`config.mk`:
```
export PLATFORM = sky130hd
export DESIGN_NAME = htwd_out_buf
export DESIGN_NICKNAME = d
export VERILOG_FILES = /design/src/htwd_pkg.sv /design/src/htwd_out_buf.sv
export SDC_FILE = /design/constraint.sdc
export NUM_CORES = 1
export LEC_CHECK = 0
export BUFFER_PORTS_ARGS = -buffer_cell sky130_fd_sc_hd__buf_2
export CAP_MARGIN = 20
export CORE_MARGIN = 2
export CORE_UTILIZATION = 40
export CTS_CLUSTER_DIAMETER = 100
export DETAILED_ROUTE_END_ITERATION = 16
export PLACE_DENSITY_LB_ADDON = 0.15
export SLEW_MARGIN = 0
export SYNTH_ARGS = -nofsm -noshare
export SYNTH_HDL_FRONTEND = slang
export SYNTH_SLANG_ARGS = --single-unit
export TNS_END_PERCENT = 30
```
`constraint.sdc`:
```
create_clock -name clk -period 1.2 [get_ports clk]
set_input_delay 0.18 -clock clk [delete_from_list [all_inputs] [get_ports clk]]
set_output_delay 0.18 -clock clk [all_outputs]
set_load 0.005 [all_outputs]
```
`src/htwd_pkg.sv`:
```
// Shared types and constants of the Huffman tree-walk decoder.
`default_nettype none

package htwd_pkg;

  localparam int IDX_W     = 9;
  localparam int SYM_W     = 8;
  localparam int LEN_W     = 24;
  localparam int CODE_W    = 8;
  localparam int BIT_CNT_W = $clog2(CODE_W + 1);

  localparam logic OP_LOAD   = 1'b0;
  localparam logic OP_DECODE = 1'b1;

  // Child links and leaf flag of one tree node.
  typedef struct packed {
    logic [IDX_W-1:0] left;
    logic [IDX_W-1:0] right;
    logic             leaf;
  } link_t;

  // Request from the sequencer to the output buffer.
  typedef struct packed {
    logic             push;
    logic             flush;
    logic [SYM_W-1:0] sym;
    logic             done;
  } emit_ctl_t;

endpackage

`default_nettype wire

```
`src/htwd_out_buf.sv`:
```
// Output stage: one held symbol plus the output register, so that last can be set.
`default_nettype none

module htwd_out_buf
  import htwd_pkg::*;
(
  input  wire logic             clk,
  input  wire logic             rst,
  input  wire emit_ctl_t        ctl,
  output logic                  out_free,
  output logic                  out_valid,
  input  wire logic             out_ready,
  output logic      [SYM_W-1:0] symbol,
  output logic                  last,
  output logic                  done_res
);

  logic             pend_valid;
  logic [SYM_W-1:0] pend_sym;
  logic             pend_done;

  assign out_free = !out_valid || out_ready;

  // A held symbol goes out with last low when another follows, and with
  // last high when the code word is finished.
  always_ff @(posedge clk) begin
    if (rst) begin
      pend_valid <= 1'b0;
      out_valid  <= 1'b0;
    end else begin
      if (out_valid && out_ready) begin
        out_valid <= 1'b0;
      end
      if (ctl.push) begin
        if (pend_valid) begin
          out_valid <= 1'b1;
          symbol    <= pend_sym;
          done_res  <= pend_done;
          last      <= 1'b0;
        end
        pend_valid <= 1'b1;
        pend_sym   <= ctl.sym;
        pend_done  <= ctl.done;
      end else if (ctl.flush && pend_valid) begin
        out_valid  <= 1'b1;
        symbol     <= pend_sym;
        done_res   <= pend_done;
        last       <= 1'b1;
        pend_valid <= 1'b0;
      end
    end
  end

endmodule

`default_nettype wire

```
==> results.py, run 1 <==
metrics = {
    "final_layout": {
        "layout_commonest_cell": "buf_2",
        "fillCellCount": 127,
        "n_antenna_cell": 0,
        "syn2layout_area_growth_pct": 29.7,
        "drive_gt1_share_pct": 55.7,
        "stdcell_area_um2": 857,
        "nets": 76,
        "layout_common_cells": "buf_2 (25), edfxtp_1 (19), clkbuf_4 (3), buf_4 (3), dfxtp_1 (2)",
    },
    "placement": {
        "gp_congestion": 0.619,
        "dpl-instance-area_um2": 831,
        "dp_worst_setup_slack_ps": 233,
        "place.port_buffers": 25,
        "post-dp-hpwl_um": 679,
    },
    "logic_synthesis": {
        "yosys-top-cells-area": "edfxtp_1 (86%), dfxtp_1 (6.1%), nand2b_4 (2.1%)",
        "synth_cell_types": 9,
        "yosysSeqAreaShare_pct": 92.4,
        "ys_warn_count": 0,
        "ys_seq_elements": 21,
        "synth_top_cell_by_area": "edfxtp_1",
        "synth_top_area_share_pct": 86.4,
        "avgSynthCellArea_um2": 22.8,
        "syn_inst": 29,
        "synth_fp_nets": 43,
        "synth_area_um2": 661,
    },
    "grt": {
        "grt_max_degree": 12,
        "grt_use_total_pct": 8.89,
        "grt_pass1_vias": 326,
        "grt_overflow": 0,
        "antenna_found_initial": 0,
        "grt_pass1_wl_um": 1250,
    },
    "timing": {
        "finalCritPeriodShare_pct": 86.0,
        "hold_viol_final": 0,
        "skew_ps": 0.649,
        "tightest_slew_ps": 196,
        "fmax_ghz": 0.969,
        "slew_headroom_pct": 86.9,
        "whs_ps": 66.6,
        "setup_viol": 0,
        "rsz0062_at_grt": "false",
        "maxSlewViolCount": 0,
        "setup_tns_ps": 0,
        "post-route-worst-setup-slack_ps": 168,
        "finalCriticalPeriod_ps": 1030,
    },
    "clock_tree": {
        "clock_latency_ps": 280,
        "postCtsHoldBufs": 0,
        "ctsResizeCount": 0,
        "htreeDepth": 1,
        "cts_root_buf": "clkbuf_4",
        "tritoncts": "yes",
        "cts_buffers": 3,
        "clkSinkCount": 21,
        "cts_buffer_depth": 2,
        "clk_pin_slew_ps": 100,
        "cts_setup_buffers": 0,
    },
    "floorplanning": {
        "die_w_um": 44.6,
        "core_um2": 1520,
        "row_count": 14,
        "start_util_pct": 43.3,
        "io_pins": 26,
        "die_h_um": 44.6,
        "die_area_um2": 1990,
    },
    "critical_path": {
        "crit_fanout": 2,
        "r2r-end": "done_res$_DFFE_PP_",
        "rr_worst_depth": 3,
        "arrival_ps": 850,
        "critPathKind": "reg2out",
        "critPathRequiredTime_ps": 1020,
        "crit_path_end_kind": "output port",
        "cp-start-kind": "flip-flop",
        "r2r_slack_ps": 230,
        "rr_startpoint": "pend_valid$_SDFFE_PP0P_",
    },
    "route": {
        "drt_pass1_iterations": 2,
        "ant_nets": 0,
        "wl_um": 862,
        "dr.first_iter.drc_count": 3,
        "drt_drc_violations_left": 0,
        "vias_per_cell": 4.56,
        "routedWlPerCell_um": 11.2,
        "vias": 351,
    },
    "outcome": {
        "status": "completed",
    },
    "worst_hold_path": {
        "worstHoldStart": "ctl[4]",
        "hold-path-cell-count": 1,
        "min_path_type": "in2reg",
        "hold_end": "pend_sym[3]$_DFFE_PP_",
    },
    "power": {
        "total_power_uw": 1220,
        "powerDensity_nw_per_um2": 1420,
        "p_leak_uw": 0.000343,
        "ir_drop_uv": 776,
    },
    "run": {
        "drv_cap": 0,
    },
}
## logic make-up (layout without fill, tap and decap cells)
kind of cell | after synthesis | in the layout | share of synthesized area [%]
flops | 21 | 21 | 92.4
simple gates | 4 | 4 | 4.17
compound gates | 3 | 3 | 2.84
buf+inv | 1 | 33 | 0.568
## critical path: stages, from the launching register on
cell	delay, ps
dfxtp_1	390
nand2b_4	60
buf_2	120
## Yosys cell counts
library cell and n:
nor2_1 2, edfxtp_1 19, a21oi_1 1, o21ai_1 1
dfxtp_1 2, nand2b_4 1, inv_1 1, a21oi_2 1
nand2b_1 1
## flip-flops by register name, summed over array words and instances (netlist names)
name	count
done_res	1
last	1
out_valid	1
pend_done	1
pend_sym	8
pend_valid	1
symbol	8
## power breakdown
group / switching, uW / total, uW / internal [uW]
clock network: 178 / 307 / 129
logic: 30.0 / 65.0 / 35.0
registers: 10.3 / 848 / 837
## worst max path at each step
stage | from | to | slack (ps)
6_report | out_valid$_SDFF_PP0_ | out_free | 170
5_1_grt | out_valid$_SDFF_PP0_ | out_free | 110
4_1_cts | out_valid$_SDFF_PP0_ | out_free | 160
3_5_place_dp | pend_valid$_SDFFE_PP0P_ | symbol[2]$_DFFE_PP_ | 230
3_3_place_gp | pend_valid$_SDFFE_PP0P_ | symbol[4]$_DFFE_PP_ | 250
2_1_floorplan | pend_valid$_SDFFE_PP0P_ | done_res$_DFFE_PP_ | 160
## layout make-up
type                       count  area (um2)  area share, %
clock buffer                   4        26.3           3.07
inverter                       1        3.75          0.438
multi-input combinational      7        48.8           5.69
sequential                    21         611           71.2
tap                           16        20.0           2.34
timing repair buffer          28         148           17.2
## per-layer routing
metal | global-route usage, % | wire length (um) | vias up
li1 | - | - | 172
met1 | 9.24 | 339 | 163
met2 | 17.4 | 460 | 16
met3 | 2.45 | 63 | 0
met4 | 1.82 | 0 | 0
met5 | 0 | 0 | -
## metrics by stage
step / util, % / std cells
3_5_place_dp: 54.5 / 73
5_1_grt: 56.2 / 77
4_1_cts: 56.2 / 77
3_3_place_gp: 54.5 / 73
6_report: 56.2 / 77
2_1_floorplan: - / 29
Power figures use the tool's default switching activity.
==> run 2: changes to the inputs <==
--- a/config.mk
+++ b/config.mk
@@ -5,14 +5,13 @@
 export SDC_FILE = /design/constraint.sdc
 export NUM_CORES = 1
 export LEC_CHECK = 0
-export BUFFER_PORTS_ARGS = -buffer_cell sky130_fd_sc_hd__buf_2
+export BUFFER_PORTS_ARGS = -buffer_cell sky130_fd_sc_hd__buf_4
 export CAP_MARGIN = 20
-export CORE_MARGIN = 2
+export CORE_MARGIN = 3
 export CORE_UTILIZATION = 40
 export CTS_CLUSTER_DIAMETER = 100
 export DETAILED_ROUTE_END_ITERATION = 16
 export PLACE_DENSITY_LB_ADDON = 0.15
-export SLEW_MARGIN = 0
 export SYNTH_ARGS = -nofsm -noshare
 export SYNTH_HDL_FRONTEND = slang
 export SYNTH_SLANG_ARGS = --single-unit
==> run 2 against run 1 <==
  * Total power rose by 1.8%
  * Wire length up 8.2%
  * Register-to-register slack worse by 20 ps
  * Cell area increased by 7.9%
  * First-iteration DRC count down 100%
  * Via count fell by 3.1%
  * Highest routed layer unchanged
  * Setup slack got worse by 15 ps
  * Largest cell class unchanged
  * Non-clock buffer count down 1
  * Critical path depth unchanged
==> results.py, run 2 (synthesis gave the netlist of run 1 again) <==
metrics = {
    "outcome": {
        "status": "completed",
    },
    "clock_tree": {
        "clkSinkCount": 21,
        "clock_latency_ps": 280,
        "ctsResizeCount": 0,
        "cts_buffers": 3,
        "clk_pin_slew_ps": 100,
        "postCtsHoldBufs": 0,
        "cts_root_buf": "clkbuf_4",
        "htreeDepth": 1,
        "tritoncts": "yes",
        "cts_setup_buffers": 0,
        "cts_buffer_depth": 2,
    },
    "power": {
        "p_leak_uw": 0.000363,
        "powerDensity_nw_per_um2": 1340,
        "ir_drop_uv": 811,
        "total_power_uw": 1240,
    },
    "route": {
        "routedWlPerCell_um": 12.3,
        "wl_um": 933,
        "vias": 340,
        "dr.first_iter.drc_count": 0,
        "vias_per_cell": 4.47,
        "drt_pass1_iterations": 1,
        "drt_drc_violations_left": 0,
        "ant_nets": 0,
    },
    "final_layout": {
        "layout_common_cells": "buf_4 (26), edfxtp_1 (19), clkbuf_4 (3)",
        "drive_gt1_share_pct": 55.0,
        "syn2layout_area_growth_pct": 40.0,
        "fillCellCount": 102,
        "layout_commonest_cell": "buf_4",
        "n_antenna_cell": 0,
        "post-route-util_pct": 60.7,
        "finalNonFillerCells": 76,
        "reg_top3": "pend_sym (8), symbol (8)",
        "nets": 75,
    },
    "floorplanning": {
        "core_um2": 1520,
        "io_pins": 26,
        "row_count": 14,
        "die_h_um": 46.6,
        "start_util_pct": 43.3,
        "die_area_um2": 2180,
        "die_w_um": 46.6,
    },
    "run": {
        "drv_cap": 0,
    },
    "placement": {
        "place.port_buffers": 25,
        "gp_congestion": 0.588,
        "dp.cells": 72,
        "post-dp-hpwl_um": 738,
        "dp_worst_setup_slack_ps": 212,
    },
    "critical_path": {
        "arrival_ps": 870,
        "crit_path_end_kind": "output port",
        "critPathRequiredTime_ps": 1020,
        "critPathLaunch": "out_valid$_SDFF_PP0_",
        "rr_startpoint": "pend_valid$_SDFFE_PP0P_",
        "cp-start-kind": "flip-flop",
        "crit_fanout": 2,
        "critPathKind": "reg2out",
    },
    "timing": {
        "finalCriticalPeriod_ps": 1050,
        "slew_headroom_pct": 87.3,
        "maxSlewViolCount": 0,
        "fmax_ghz": 0.956,
        "skew_ps": 1.19,
        "setup_tns_ps": 0,
        "hold_viol_final": 0,
        "setup_viol": 0,
        "finalCritPeriodShare_pct": 87.2,
        "tightest_slew_ps": 189,
        "post-route-worst-setup-slack_ps": 153,
        "rsz0062_at_grt": "false",
    },
    "grt": {
        "antenna_found_initial": 0,
        "grt_use_total_pct": 9.33,
        "grt_pass1_vias": 330,
        "grt_pass1_wl_um": 1320,
        "grt_max_degree": 12,
        "grt_overflow": 0,
    },
    "worst_hold_path": {
        "worstHoldStart": "ctl[5]",
        "min_path_type": "in2reg",
    },
}
-- run 2: cell count changes in the layout (fill, tap and decap cells not counted), sizes merged --
| cell | previous run | this run |
|---|---|---|
| buf | 28 | 27 |
-- run 2: area by class of cell --
type,count,area (um2),share of cell area [%]
well taps,16,20.0,2.17
flip-flops and latches,21,611,66.0
repair buffers,27,215,23.3
multi-input cells,7,48.8,5.28
inverters,1,3.75,0.406
clock buffers,4,26.3,2.84
-- run 2: worst max-delay path: stages (launching register included) --
cell and delay [ps]:
dfxtp_1 390, nand2b_4 60, buf_4 130
-- run 2: per-layer routing --
layer | part of all wire (%) | vias to the layer above | wire [um] | track usage, %
met3 | 6.9 | 0 | 64 | 3.52
met1 | 35 | 153 | 330 | 8.31
met4 | 0 | 0 | 0 | 4.97
met2 | 58 | 15 | 539 | 17.6
met5 | 0 | - | 0 | 0
li1 | - | 172 | - | -
-- run 2: path summary, 6_finish.rpt --
check	end	slack, ps	depth (start not counted)
worst min register to register	symbol[3]$_DFFE_PP_	430	0
worst min-delay path	pend_sym[4]$_DFFE_PP_	60	1
worst max register to register	symbol[5]$_DFFE_PP_	210	3
worst max-delay path	out_free	150	2
-- run 2: power by group --
part	switching, uW	internal, uW	total (uW)
Clock	180	129	309
Sequential	9.89	837	847
Combinational	31.2	54.6	85.8
Total	221	1020	1240
-- run 2: per-stage QoR --
stage          hold WS, ps  area (um2)
6_report              64.9         925
5_1_grt               36.8         925
2_1_floorplan          242         663
3_5_place_dp           359         898
4_1_cts               50.3         925
3_3_place_gp           358         898
